**src/sv/yzd_pkg.sv**
```systemverilog
// Shared types and constants of the Yaz0 stream decompressor.
package yzd_pkg;

    localparam int unsigned DefWindowDepth = 4096;
    localparam int unsigned DefOutLanes    = 8;

    localparam int unsigned OffW = 13;   // offset 1..4096
    localparam int unsigned LenW = 9;    // length up to 273

    localparam logic [7:0] FlagLitMask = 8'h80;
    localparam logic [7:0] NibHiMask   = 8'hF0;
    localparam logic [8:0] LongBias    = 9'h012;
    localparam logic [8:0] ShortBias   = 9'h002;

    // One decoded command from the parser to the copy engine.
    typedef struct packed {
        logic            is_lit;
        logic [7:0]      lit;
        logic [OffW-1:0] offset;
        logic [LenW-1:0] len;
        logic            last;
        logic            end_in_token;
    } t_cmd;

    localparam int unsigned CmdW = $bits(t_cmd);

endpackage

```
**src/sv/yzd_front.sv**
```systemverilog
// Token parser: tracks layout flags and reference bytes, emits literal and copy commands.
module yzd_front import yzd_pkg::*; (
    input  logic        i_clk,
    input  logic        i_rst_n,
    input  logic        i_valid,
    input  logic [7:0]  i_byte,
    input  logic        i_last,
    input  logic [31:0] i_limit,
    output logic        o_cmd_valid,
    output t_cmd        o_cmd
);
    logic [7:0]  r_layout, n_layout;
    logic [3:0]  r_left, n_left;
    logic [1:0]  r_phase, n_phase;
    logic [7:0]  r_first, n_first;
    logic [7:0]  r_second, n_second;
    logic [31:0] r_bw, n_bw;

    logic [31:0]     room;
    logic [LenW-1:0] raw_len, clip_len;
    logic [7:0]      hi_byte, lo_byte;
    logic            is_copy, is_lit;

    always_comb begin
        n_layout = r_layout;
        n_left   = r_left;
        n_phase  = r_phase;
        n_first  = r_first;
        n_second = r_second;
        n_bw     = r_bw;
        is_copy  = 1'b0;
        is_lit   = 1'b0;
        raw_len  = '0;
        hi_byte  = r_first;
        lo_byte  = r_second;
        room     = i_limit - r_bw;

        if (i_valid && !(r_bw >= i_limit && r_phase == 2'd0)) begin
            if (r_phase == 2'd0 && r_left == 4'd0) begin
                n_layout = i_byte;
                n_left   = 4'd8;
            end else if (r_phase == 2'd0 && (r_layout & FlagLitMask) != 8'h00) begin
                is_lit = 1'b1;
            end else if (r_phase == 2'd0) begin
                n_first = i_byte;
                n_phase = 2'd1;
            end else if (r_phase == 2'd1) begin
                n_second = i_byte;
                lo_byte  = i_byte;
                if ((r_first & NibHiMask) == 8'h00) begin
                    n_phase = 2'd2;
                end else begin
                    is_copy = 1'b1;
                    raw_len = LenW'(r_first[7:4]) + ShortBias;
                end
            end else begin
                is_copy = 1'b1;
                raw_len = LenW'(i_byte) + LongBias;
            end
        end

        clip_len = (32'(raw_len) > room) ? room[LenW-1:0] : raw_len;

        if (is_lit || is_copy) begin
            n_layout = {r_layout[6:0], 1'b0};
            n_left   = (r_left != 4'd0) ? r_left - 4'd1 : r_left;
            n_phase  = 2'd0;
            n_bw     = is_lit ? r_bw + 32'd1 : r_bw + 32'(clip_len);
        end

        o_cmd.is_lit       = is_lit;
        o_cmd.lit          = i_byte;
        o_cmd.offset       = OffW'({hi_byte[3:0], lo_byte}) + OffW'(1);
        o_cmd.len          = is_lit ? LenW'(1) : (is_copy ? clip_len : '0);
        o_cmd.last         = i_last;
        o_cmd.end_in_token = i_last && (n_phase != 2'd0);
        o_cmd_valid        = i_valid && (is_lit || (is_copy && clip_len != '0) || i_last);

        // drop all stream state at the end of the stream
        if (i_valid && i_last) begin
            n_layout = '0;
            n_left   = '0;
            n_phase  = '0;
            n_first  = '0;
            n_second = '0;
            n_bw     = '0;
        end
    end

    always_ff @(posedge i_clk) begin
        if (!i_rst_n) begin
            r_layout <= '0;
            r_left   <= '0;
            r_phase  <= '0;
            r_first  <= '0;
            r_second <= '0;
            r_bw     <= '0;
        end else begin
            r_layout <= n_layout;
            r_left   <= n_left;
            r_phase  <= n_phase;
            r_first  <= n_first;
            r_second <= n_second;
            r_bw     <= n_bw;
        end
    end
endmodule

```
**config.mk**
```make
export PLATFORM = sky130hd
export DESIGN_NAME = yzd_front
export DESIGN_NICKNAME = d
export VERILOG_FILES = /design/src/sv/yzd_pkg.sv /design/src/sv/yzd_front.sv
export SDC_FILE = /design/constraint.sdc
export NUM_CORES = 1
export LEC_CHECK = 0
export ABC_CLOCK_PERIOD_IN_PS = 16410
export BUFFER_PORTS_ARGS = -buffer_cell sky130_fd_sc_hd__buf_4
export CAP_MARGIN = 30
export CORE_UTILIZATION = 30
export DETAILED_ROUTE_END_ITERATION = 10
export GPL_TIMING_DRIVEN = 1
export HOLD_SLACK_MARGIN = 0.1
export PLACE_DENSITY = 0.46
export SYNTH_ARGS = -nofsm -noshare
export SYNTH_HDL_FRONTEND = slang
export SYNTH_SLANG_ARGS = --single-unit
```
**constraint.sdc**
```tcl
create_clock -name i_clk -period 16.41 [get_ports i_clk]
set_input_delay 1.641 -clock i_clk [delete_from_list [all_inputs] [get_ports i_clk]]
set_output_delay 1.641 -clock i_clk [all_outputs]
set_load 0.01 [all_outputs]
```
==> run_results.csv <==
group,metric,value,unit
status,status,"finished, final reports clean",
global_routing,grt_pass1_vias,6125,
pwr,p_leak,0.002961,uW
worst_setup_path,worstSetupEndpointType,"flip-flop",
finish,stdcell_count,1206,
cts,insertion_delay,330,ps
floorplan,dieArea,22110,um^2
run,maxCapViolCount,0,
worst_setup_path,cpLargestDelayFamily,"simple AND/OR/NAND/NOR gates",
sta,worst_pin_slew,929.9,ps
yosys,synth-seq-cells,62,
pwr,p_int,325.5,uW
sta,rsz0062_at_grt,"no",
yosys,synthCells,884,
worst_setup_path,cp_data_required_time,16600,ps
cts,cts_setup_buffers,0,
placed_design,place_hpwl,16760,um
floorplan,fp.dieW,148.7,um
floorplan,core-area,21090,um^2
worst_setup_path,criticalPathCategory,"in2reg",
cts,cts_tree,"built",
worst_setup_path,cp-start-kind,"primary input",
global_routing,grt_start_max_net_pins,57,
worst_setup_path,cp_num_buf_inv,3,
worst_setup_path,cp_slowest_cell,"nor3_4",
cts,cts.repair.resized,0,
yosys,ys.flop_type,"dfxtp_1",
global_routing,grt_util_all_layers,19.53,%
detailed_routing,maxUsedRoutingLayer,"met4",
floorplan,rows,53,
detailed_routing,vias_per_cell,5.373,
yosys,avgSynthCellArea,7.303,um^2
pwr,seq_power_share,33.7,%
yosys,ys_warn_count,0,
detailed_routing,met3_length,934,um
detailed_routing,via_count,6480,
pwr,switching_share,28.65,%
yosys,synth_seq_area_share,19.22,%
yosys,syn_nets,984,
sta,max_freq,107.0,MHz
pwr,power.switching,130.7,uW
detailed_routing,wl,21190,um
detailed_routing,met1_length,10750,um
finish,n_fill_cell,2321,
cts,h-tree-depth,3,
global_routing,gr-total-overflow,0,
placed_design,place_inst,1190,
detailed_routing,remaining_drc_errors,0,
global_routing,antenna_found_initial,0,
sta,tns,0,ps
finish,antennaDiodeCount,0,
worst_setup_path,max_stage_delay,800,ps
detailed_routing,wl_per_cell,17.57,um
pwr,power_frac_comb,20.9,%
pwr,ir_drop,42.47,uV
min_path,hold_class,"reg2reg",
floorplan,die_h,148.7,um
global_routing,grt_first_pass_wirelength,33840,um
detailed_routing,ant_nets,0,
placed_design,placement.io_buffers,77,
floorplan,ios,78,
sta,hold_violations,0,
sta,max_slew_margin,37.81,%
detailed_routing,drt_iter0_drc,403,
pwr,power_density,60.96,nW/um^2
yosys,synth_edf_count,0,
sta,period_share,56.95,%
pwr,clock_power_share,45.5,%
cts,cts_inserted_buffers,9,
sta,setup_viol,0,
cts,ctsHoldBuffers,0,
sta,maxSlewViolCount,0,
sta,layout_min_cycle_time,9345,ps
cts,clk_pin_slew,50,ps
worst_setup_path,crit_top_cell,"nor2_1",
cts,cts_root_buf,"clkbuf_16",
yosys,synth.distinct_cells,79,
cts,cts_buffer_depth,2,
floorplan,start_util,30.62,%
cts,cts.sinks,62,
placed_design,routabilityCongestion,0.8824,
worst_setup_path,crit_fanout,16,
yosys,syn_area,6456,um^2
worst_setup_path,worstPathArrival,9530,ps
yosys,synthArstFlopShare,0,%
sta,clock_skew,8.328,ps
detailed_routing,met2_length,9295,um
finish,drive_gt1_share,13.53,%
finish,fin_nets,1026,
finish,syn_to_final_growth,15.91,%
detailed_routing,firstDrtPassIters,6,
[flip-flops by register name (all words and copies together) (netlist names)]
register,flops
r_left,4
r_bw,32
r_phase,2
hi_byte,8
r_layout,8
r_second,8
[path summary, 6_finish.rpt]
kind               startpoint  endpoint  slack, ps  depth (start not counted)
setup / recovery  i_limit[25]  r_bw[26]       7070                         32
hold / removal       r_bw[31]  r_bw[31]        460                          2
setup reg to reg     r_bw[22]  r_bw[26]       8000                         32
hold reg to reg      r_bw[31]  r_bw[31]        460                          2
[power groups by stage]
stage	clock network (uW)	logic (uW)	registers (uW)
floorplan	0	64.3	156
global placement	0	95.3	157
detailed placement	0	94.6	157
CTS	212	95.1	154
global route	218	105	154
finish	207	95.2	154
[layout make-up]
type / instances / area (um^2) / share of cell area (%)
Multi-Input combinational cell: 703 / 4700 / 62.80
Clock buffer: 10 / 239.0 / 3.193
Timing Repair Buffer: 83 / 623.1 / 8.326
Clock inverter: 6 / 85.08 / 1.137
Inverter: 67 / 251.5 / 3.361
Sequential cell: 62 / 1241 / 16.59
Tap cell: 275 / 344.1 / 4.598
[worst register-to-register path: cells and delay by family (launching register included)]
kind                       cells  cell delay, ps
DFF                            1             390
muxes                          1             450
buffers and inverters          3             360
and+or+nand+nor               13            3250
AOI/OAI and AO/OA             11            2580
xor gates and xnor gates       1             170
adders and majority gates      3            1090
[synthesized netlist by cell type, types with 4 or more instances]
cell type  count  area (um^2)
inv_1         66        247.7
xor2_1        14        122.6
o21a_1         8        60.06
o21ai_0       35        175.2
o211ai_1       9        67.56
a21o_1        12        90.09
dfxtp_1       62         1241
and2_1         4        25.02
a21oi_1       72        360.4
and4_1         4        35.03
nor2b_1        5        31.28
and3_1         7        43.79
a211oi_1      20        150.1
or2_2          5        31.28
nor3_1        18        90.09
clkbuf_1      28        105.1
a2111oi_0      8        70.07
a31oi_1        6        37.54
mux2i_1       39        390.4
nor3b_1        6        45.04
nor2_1        80        300.3
nand2b_1       5        31.28
a22oi_1       11        82.58
buf_2          8        40.04
nand2_1      102        382.9
nand3_1       29        145.1
or3_1         10        62.56
o21ai_1        9        45.04
xnor2_1       37        324.1
buf_6          4        45.04
nor4_1        11        68.82
ha_1          54        675.7
buf_4         10        75.07
nand4_1       18        112.6
[cell families after synthesis]
group | after synthesis | share of synthesized area [%]
AND/OR/NAND/NOR | 314 | 23.28
AO/OA/AOI/OAI | 241 | 24.96
buffers and inverters | 119 | 8.139
flip-flops | 62 | 19.22
adder cells (fa/ha/maj) | 56 | 11.09
XOR/XNOR | 51 | 6.919
multiplexers | 41 | 6.395
[layer usage]
metal | track usage (%) | up-vias
li1 | - | 3265
met1 | 28.93 | 3012
met2 | 30.54 | 187
met3 | 1.350 | 16
met4 | 4.381 | 0
met5 | 0 | -
[metrics by stage]
stage / instance area [um^2] / util [%] / setup slack (ps) / total power (uW) / hold WS (ps)
finish: 7483 / 35.49 / 7065 / 456.2 / 456.4
floorplan: 6456 / - / 8303 / 220.7 / 434.7
CTS: 7483 / 35.49 / 7102 / 461.0 / 455.7
global placement: 7159 / 33.95 / 7055 / 252.2 / 446.8
detailed placement: 7159 / 33.95 / 6811 / 251.4 / 447.4
global route: 7483 / 35.49 / 6234 / 476.2 / 479.0
[placed cells by master, fill, tap and decap left out, types with 7 or more instances in the layout]
cell type / n
nand2_1: 101
buf_4: 83
nor2_1: 80
a21oi_1: 72
inv_1: 66
dfxtp_1: 62
ha_1: 54
mux2i_1: 39
xnor2_1: 37
o21ai_0: 34
nand3_1: 29
a211oi_1: 20
nand4_1: 18
nor3_1: 18
xor2_1: 14
a21o_1: 12
nor4_1: 11
a22oi_1: 11
o21ai_1: 10
or3_1: 10
o211ai_1: 9
clkbuf_16: 9
o21a_1: 8
a2111oi_0: 8
and3_1: 7
Power figures use the tool's default switching activity.
