### config.mk
export PLATFORM = sky130hd
export DESIGN_NAME = yzd_fifo
export DESIGN_NICKNAME = d
export VERILOG_FILES = /design/src/sv/yzd_fifo.sv
export SDC_FILE = /design/constraint.sdc
export NUM_CORES = 1
export LEC_CHECK = 0
export BUFFER_PORTS_ARGS = -buffer_cell sky130_fd_sc_hd__buf_2
export CORE_ASPECT_RATIO = 0.75
export CORE_MARGIN = 1
export CORE_UTILIZATION = 35
export CTS_CLUSTER_DIAMETER = 50
export DETAILED_ROUTE_END_ITERATION = 10
export PLACE_DENSITY = 0.5
export SLEW_MARGIN = 40
export SYNTH_ARGS = -nofsm -noshare
export SYNTH_HDL_FRONTEND = slang
export SYNTH_SLANG_ARGS = --single-unit
### constraint.sdc
create_clock -name i_clk -period 5.3 [get_ports i_clk]
set_input_delay 0.53 -clock i_clk [delete_from_list [all_inputs] [get_ports i_clk]]
set_output_delay 0.53 -clock i_clk [all_outputs]
set_load 0.005 [all_outputs]
### src/sv/yzd_fifo.sv
// Small register queue used between parser and engine and at the result side.
module yzd_fifo #(
    parameter int unsigned WIDTH = 8,
    parameter int unsigned DEPTH = 4
) (
    input  logic             i_clk,
    input  logic             i_rst_n,
    input  logic             i_push,
    input  logic [WIDTH-1:0] i_data,
    output logic             o_full,
    input  logic             i_pop,
    output logic [WIDTH-1:0] o_data,
    output logic             o_empty
);
    localparam int unsigned PW = (DEPTH > 1) ? $clog2(DEPTH) : 1;
    localparam int unsigned CW = $clog2(DEPTH + 1);

    logic [WIDTH-1:0] r_mem [DEPTH];
    logic [PW-1:0]    r_wp, r_rp;
    logic [CW-1:0]    r_cnt;
    logic             do_push, do_pop;

    assign o_full  = (r_cnt == CW'(DEPTH));
    assign o_empty = (r_cnt == '0);
    assign do_push = i_push && !o_full;
    assign do_pop  = i_pop && !o_empty;
    assign o_data  = r_mem[r_rp];

    always_ff @(posedge i_clk) begin
        if (do_push) begin
            r_mem[r_wp] <= i_data;
        end
        if (!i_rst_n) begin
            r_wp  <= '0;
            r_rp  <= '0;
            r_cnt <= '0;
        end else begin
            if (do_push) begin
                r_wp <= (r_wp == PW'(DEPTH - 1)) ? '0 : r_wp + 1'b1;
            end
            if (do_pop) begin
                r_rp <= (r_rp == PW'(DEPTH - 1)) ? '0 : r_rp + 1'b1;
            end
            r_cnt <= r_cnt + CW'(do_push) - CW'(do_pop);
        end
    end
endmodule

==> out/qor.csv, run 1 <==
stage,metric,value,unit
run_status,status,finished clean,
yosys,"top cells by area, synth","edfxtp_1 58%, dfxtp_1 11%, mux4_2 11%, ha_1 5.3%, inv_1 1.6%",
yosys,"Async S/R FF share, synth",0,
yosys,Syn Area/Cell,17.5,um2
floorplanning,die area,0.00502,mm2
yosys,post-synthesis net count,115,
routing,Total Wirelength,2570,um
flow_run,max-cap violations,0,
cells_and_area,P&R area growth vs syn,17.5,%
power_and_ir_drop,sw power,0.000227,W
floorplanning,num rows,21,
power_and_ir_drop,Peak supply drop,0.000168,V
floorplanning,io pins,22,
routing,mean routed wirelength per cell,14.5,um
sta,Worst-Margin Slew,590,ps
cells_and_area,multi-input logic area,468,um2
worst_setup_path,reg2reg start,r_cnt[1],
floorplanning,die height,61.6,um
floorplanning,core area,0.00452,mm2
power_and_ir_drop,sequential share of power,0.477,
worst_setup_path,WP data arrival,2440,ps
global_route,largest net degree at the start of global routing,15,
power_and_ir_drop,clock power share,0.321,
placed_design,placer congestion estimate,0.712,
cells_and_area,Total Nets Final,139,
routing,Via-to-Cell Ratio,4.59,
yosys,synthesized flop and latch total,41,
worst_setup_path,Critical Path Sink,r_cnt[2],
clocking,Clock Path Buffers,2,
cells_and_area,ant diodes,0,
placed_design,IO buf count,21,
worst_setup_path,reg2reg path depth,9,
power_and_ir_drop,PD cells,471,mW/mm2
clocking,Clock H-tree levels,2,
yosys,post-synthesis sequential area ratio,0.688,
worst_setup_path,Required @ worst endpoint,5480,ps
sta,RSZ-0062 raised after global routing,no,
worst_setup_path,Setup crit start kind,flop,
sta,Final setup viols,0,
sta,Final period util,0.427,
sta,Worst Skew,3.52,ps
worst_setup_path,Crit. Startpoint,r_cnt[1],
clocking,CTS Root Cell,clkbuf_8,
sta,Fmax,441,MHz
sta,minimum clock period after layout,2270,ps
yosys,"Distinct cells, synth",21,
worst_setup_path,R2R Path End,r_cnt[2],
global_route,initial antenna violation count,0,
clocking,post-CTS sizing,0,
sta,PnR worst setup slack,3030,ps
yosys,Mapped Cells,95,
yosys,Yosys Warn Count,0,
clocking,CTS sink count,41,
power_and_ir_drop,combinational share of power,0.203,
min_path,Hold Path Class,input port to flop,
power_and_ir_drop,Leak,0.719,nW
cells_and_area,"Core Util, Final",0.431,
placed_design,pre-CTS WS,2930,ps
floorplanning,die width,81.5,um
cells_and_area,fillers,412,
sta,max-slew violation count,0,
clocking,clock latency on the worst-skew pair,280,ps
sta,Setup TNS,0,ps
worst_setup_path,Worst setup EP type,flop,
global_route,first-pass GRT wire length,4140,um
sta,final hold violation count,0,
min_path,worst hold stages,1,
clocking,number of post-CTS setup repair buffers,0,
cells_and_area,"commonest non-fill, non-tap cell in the layout",edfxtp_1,
yosys,Post-synth EDFFs,32,
routing,DR pass1 iterations,4,
global_route,overall routing resource usage,0.124,
cells_and_area,FF+latch area,0.00114,mm2
yosys,dominant cell type by area after synthesis,edfxtp_1,
yosys,mapped cell area,0.00166,mm2
worst_setup_path,Crit Path Category,flop to flop,
min_path,hold_sp,i_data[4],
routing,drc violations,0,
routing,via count,812,
yosys,Main synth FF type,edfxtp_1,
clocking,CTS tree,done,
cells_and_area,share of layout cells above drive strength 1,0.358,
power_and_ir_drop,Int Power,0.000692,W
global_route,grt ovf,0,
power_and_ir_drop,Sw Ratio,0.247,
clocking,Worst-path clk slew,80,ps
worst_setup_path,CP Max Fanout,5,
sta,Min Hold Slack,458,ps
floorplanning,Starting Density,0.367,
worst_setup_path,"reg-to-reg slack, setup",3030,ps
global_route,vias in the first global route,849,
yosys,post-synth top area share,0.579,
cells_and_area,most frequent cells in the layout,"32 x edfxtp_1, 21 x buf_2, 9 x dfxtp_1",
clocking,CTS Buf Count,5,
clocking,CTS Hold Bufs,0,
routing,number of DRC markers in iteration 0,27,
sta,Slew headroom,0.606,
routing,Post-DRT Antenna Nets,0,
==> per-stage QoR <==
step,power (W),std cells,instance area [um2]
6_report,0.000918,177,1950
5_1_grt,0.000981,177,1950
4_1_cts,0.000936,177,1950
3_5_place_dp,0.000640,169,1810
3_3_place_gp,0.000633,169,1810
2_1_floorplan,0.000572,95,1660
==> power groups by stage <==
stage               logic, W  clock network, W  registers, W
floorplan           0.000151                 0      0.000421
global placement    0.000189                 0      0.000444
detailed placement  0.000191                 0      0.000448
CTS                 0.000192          0.000303      0.000441
global route        0.000214          0.000319      0.000449
finish              0.000186          0.000294      0.000438
==> state kept, by name, summed over array words and instances (netlist names), named ones only <==
name   flops
r_rp       2
r_wp       2
r_mem     32
r_cnt      3
==> worst max-delay path, stage by stage (launching register included) <==
cell     delay, ps
dfxtp_1        370
o31ai_2        420
inv_1           80
ha_1           280
inv_1           40
ha_1           180
fa_1           380
xnor2_1        140
xnor2_1        120
and2_1         150
==> cells in the mapped netlist (3+ instances only) <==
cell type and number:
mux4_2 8, edfxtp_1 32, inv_1 7, ha_1 7
and2_2 3, dfxtp_1 9, and2_1 4, nand2_1 6
==> worst min path at each step <==
stage / to / slack (ps)
after floorplan: r_wp[1] / 470
after global placement: r_wp[1] / 490
after detailed placement: r_wp[1] / 510
after CTS: r_mem[0][4] / 450
after global routing: r_mem[0][0] / 450
final: r_mem[0][4] / 460
==> metal layers <==
| metal | up-vias | track usage | wire (um) |
|---|---|---|---|
| met5 | - | 0 | 0 |
| met4 | 0 | 0.0459 | 20 |
| met3 | 2 | 0.0444 | 99 |
| met2 | 11 | 0.204 | 1330 |
| met1 | 407 | 0.152 | 1120 |
| li1 | 392 | - | - |
==> layout make-up <==
| cell class | count | area share |
|---|---|---|
| Clock inverter | 3 | 0.0353 |
| Timing Repair Buffer | 21 | 0.0539 |
| Sequential cell | 41 | 0.585 |
| Tap cell | 57 | 0.0366 |
| Clock buffer | 5 | 0.0353 |
| Multi-Input combinational cell | 43 | 0.240 |
| Inverter | 7 | 0.0135 |
==> cell families after synthesis <==
kind of cell               after synthesis  synth area share
DFF                                     41             0.688
and+or+nand+nor                         20            0.0724
buffers and inverters                   11            0.0302
muxes                                   10             0.121
adders and majority gates                8            0.0649
AOI/OAI and AO/OA                        3            0.0136
xor gates and xnor gates                 2            0.0106
No activity file was read; power rests on OpenSTA's default activity.
==> run 2, diff against run 1 <==
--- a/config.mk
+++ b/config.mk
@@ -5,6 +5,7 @@
 export SDC_FILE = /design/constraint.sdc
 export NUM_CORES = 1
 export LEC_CHECK = 0
+export ABC_AREA = 1
 export BUFFER_PORTS_ARGS = -buffer_cell sky130_fd_sc_hd__buf_2
 export CORE_ASPECT_RATIO = 0.75
 export CORE_MARGIN = 1
==> constraint.sdc (replaced) <==
create_clock -name i_clk -period 2.15 [get_ports i_clk]
set_input_delay 0.215 -clock i_clk [delete_from_list [all_inputs] [get_ports i_clk]]
set_output_delay 0.215 -clock i_clk [all_outputs]
set_load 0.005 [all_outputs]
==> run 2 against run 1 <==
  * Non-clock buffer count rose by 5
  * Worst setup slack got worse by 2700 ps
  * Final cell count rose by 31%
  * Synthesized cell count rose by 49%
  * Critical endpoint unchanged
  * First-iteration DRC count rose by 67%
  * Largest cell class unchanged
  * Combinational power rose to 3.7 times the previous value
  * Wire length rose by 10%
  * Critical path type unchanged
  * Critical path depth rose by 2
  * Clock-buffer cell count rose by 1
==> out/qor.csv, run 2 <==
stage,metric,value,unit
run_status,status,finished clean,
worst_setup_path,Required @ worst endpoint,2370,ps
sta,max-slew violation count,0,
routing,Post-DRT Antenna Nets,0,
floorplanning,die width,82.1,um
yosys,mapped cell area,0.00168,mm2
yosys,largest family of logic cells by synthesized area,simple AND/OR/NAND/NOR gates,
yosys,compound-cell area share of the yosys netlist,0.0877,
cells_and_area,P&R area growth vs syn,17.7,%
yosys,Yosys Warn Count,0,
worst_setup_path,Buffers & Inverters on Critical Path,2,
sta,RSZ-0062 raised after global routing,no,
clocking,CTS Buf Count,5,
yosys,"top cells by count, synth","32 x edfxtp_1, 29 x nor2_1, 16 x inv_1",
power_and_ir_drop,Leak,0.808,nW
placed_design,DP HPWL,1960,um
clocking,Worst-path clk slew,70,ps
sta,Slew headroom,0.700,
worst_setup_path,critical path cell sequence,nor2_1 -> nand2_1 -> inv_1 -> nor2_1 -> ha_1 -> inv_1 -> ha_1 -> fa_1 -> nand2_1 -> nand2_1 -> nor2_1,
clocking,post-CTS sizing,0,
yosys,synthesized flop and latch total,41,
flow_run,max-cap violations,0,
global_route,initial antenna violation count,0,
cells_and_area,Biggest register,r_mem,
cells_and_area,ant diodes,0,
global_route,vias in the first global route,968,
sta,minimum clock period after layout,1850,ps
floorplanning,die height,62.1,um
clocking,CTS sink count,41,
floorplanning,num rows,21,
power_and_ir_drop,Peak supply drop,0.000402,V
yosys,post-synth top area share,0.571,
yosys,Main synth FF type,edfxtp_1,
worst_setup_path,critical-path cell with the highest stage delay,fa_1,
cells_and_area,most frequent cells in the layout,"32 x edfxtp_1, 29 x nor2_1, 21 x buf_2",
worst_setup_path,CP Max Fanout,5,
routing,number of DRC markers in iteration 0,45,
placed_design,Placed Instances,223,
floorplanning,Starting Density,0.370,
yosys,Syn Area/Cell,11.9,um2
cells_and_area,Largest register FFs,32,
clocking,number of post-CTS setup repair buffers,0,
clocking,CTS Root Cell,clkbuf_8,
yosys,"top cells by area, synth","edfxtp_1 57%, dfxtp_1 11%, nor2_1 6.5%, ha_1 5.2%, o21ai_0 3.6%",
clocking,CTS Hold Bufs,0,
placed_design,placer congestion estimate,0.824,
sta,Setup TNS,0,ps
sta,Worst-Margin Slew,449,ps
routing,Total Wirelength,2840,um
sta,final hold violation count,0,
global_route,largest net degree at the start of global routing,17,
power_and_ir_drop,PD cells,1190,mW/mm2
worst_setup_path,"reg-to-reg slack, setup",300,ps
worst_setup_path,Crit Path Category,flop to flop,
cells_and_area,"commonest non-fill, non-tap cell in the layout",edfxtp_1,
routing,drc violations,0,
worst_setup_path,Setup crit start kind,flop,
sta,Final period util,0.860,
min_path,Hold Path Class,input port to flop,
yosys,Simple-Gate Fraction of Synth Area,0.114,
placed_design,IO buf count,21,
cells_and_area,share of layout cells above drive strength 1,0.224,
floorplanning,io pins,22,
clocking,clock latency on the worst-skew pair,280,ps
yosys,dominant cell type by area after synthesis,edfxtp_1,
floorplanning,core area,0.00455,mm2
yosys,"Async S/R FF share, synth",0,
placed_design,"Cell Area, Placed",0.00187,mm2
yosys,post-synthesis mux area share,0,
routing,Via-to-Cell Ratio,4.53,
floorplanning,die area,0.00509,mm2
sta,Worst Skew,3.39,ps
yosys,post-synthesis sequential area ratio,0.678,
clocking,Clock H-tree levels,2,
routing,mean routed wirelength per cell,12.3,um
routing,via count,1046,
global_route,overall routing resource usage,0.125,
cells_and_area,Top Registers,"r_mem x32, r_cnt x3",
cells_and_area,Non-Filler Instances,231,
routing,DR pass1 iterations,5,
cells_and_area,final instance area,0.00198,mm2
yosys,XOR/XNOR Fraction of Synth Area,0.00520,
yosys,Mapped Cells,142,
global_route,first-pass GRT wire length,4350,um
worst_setup_path,CP top delay family,adder cells,
clocking,CTS tree,done,
yosys,post-synthesis net count,162,
worst_setup_path,WP data arrival,2070,ps
worst_setup_path,Worst setup EP type,flop,
yosys,Post-synth EDFFs,32,
yosys,top-count cell post-synth,edfxtp_1,
yosys,Synth Area in Adders,0.0639,
yosys,"Distinct cells, synth",20,
clocking,Clock Path Buffers,2,
sta,Fmax,541,MHz
sta,Final setup viols,0,
worst_setup_path,Slowest Stage Delay on Critical Path,380,ps
global_route,grt ovf,0,
cells_and_area,Total Nets Final,193,
[run 2: cell count changes in the layout (fill, tap and decap cells not counted), moves of 3 or more]
cell / before / now
nor2_1: 2 / 29
and2_1: 4 / 0
mux4_2: 8 / 0
and2_2: 3 / 0
o21ai_0: 2 / 12
o22ai_1: 0 / 8
inv_1: 7 / 16
buf_4: 0 / 5
nand2_1: 6 / 12
[run 2: worst paths after layout]
check / to / cells past startpoint / from
max: r_cnt[2] / 11 / r_cnt[1]
min: r_mem[1][1] / 1 / i_data[1]
max reg2reg: r_cnt[2] / 11 / r_cnt[1]
min reg2reg: r_rp[1] / 2 / r_rp[1]
[run 2: worst reg2reg max path, stage by stage (launching register included)]
cell	delay, ps
dfxtp_1	330
nor2_1	140
nand2_1	130
inv_1	90
nor2_1	40
ha_1	260
inv_1	40
ha_1	180
fa_1	380
nand2_1	80
nand2_1	40
nor2_1	90
[run 2: layer usage]
metal / wire [um] / track usage
met5: 0 / 0
met4: 31 / 0.0501
met3: 97 / 0.0438
met2: 1350 / 0.214
met1: 1360 / 0.146
[run 2: final cells by class]
type | count | area (um2)
Clock buffer | 6 | 72.6
Clock inverter | 2 | 33.8
Fill cell | 416 | 2560
Inverter | 17 | 63.8
Multi-Input combinational cell | 82 | 455
Sequential cell | 41 | 1140
Tap cell | 57 | 71.3
Timing Repair Buffer | 26 | 143
[run 2: cells by family after synthesis]
kind of cell / Yosys count
buffers and inverters: 19
XOR/XNOR: 1
flip-flops: 41
AND/OR/NAND/NOR: 47
AO/OA/AOI/OAI: 26
adder cells (fa/ha/maj): 8
[run 2: stage by stage]
step | setup WS [ps] | utilization | power, W | hold slack (ps)
3_5_place_dp | 306 | 0.412 | 0.00180 | 430
2_1_floorplan | 384 | - | 0.00155 | 308
4_1_cts | 286 | 0.436 | 0.00238 | 131
6_report | 301 | 0.436 | 0.00235 | 141
3_3_place_gp | 361 | 0.412 | 0.00178 | 429
5_1_grt | 102 | 0.436 | 0.00252 | 138
[run 2: report_power, final]
| group | switching (W) | internal [W] |
|---|---|---|
| registers | 0.0000873 | 0.000990 |
| logic | 0.000405 | 0.000292 |
| clock network | 0.000236 | 0.000342 |
| total | 0.000728 | 0.00162 |
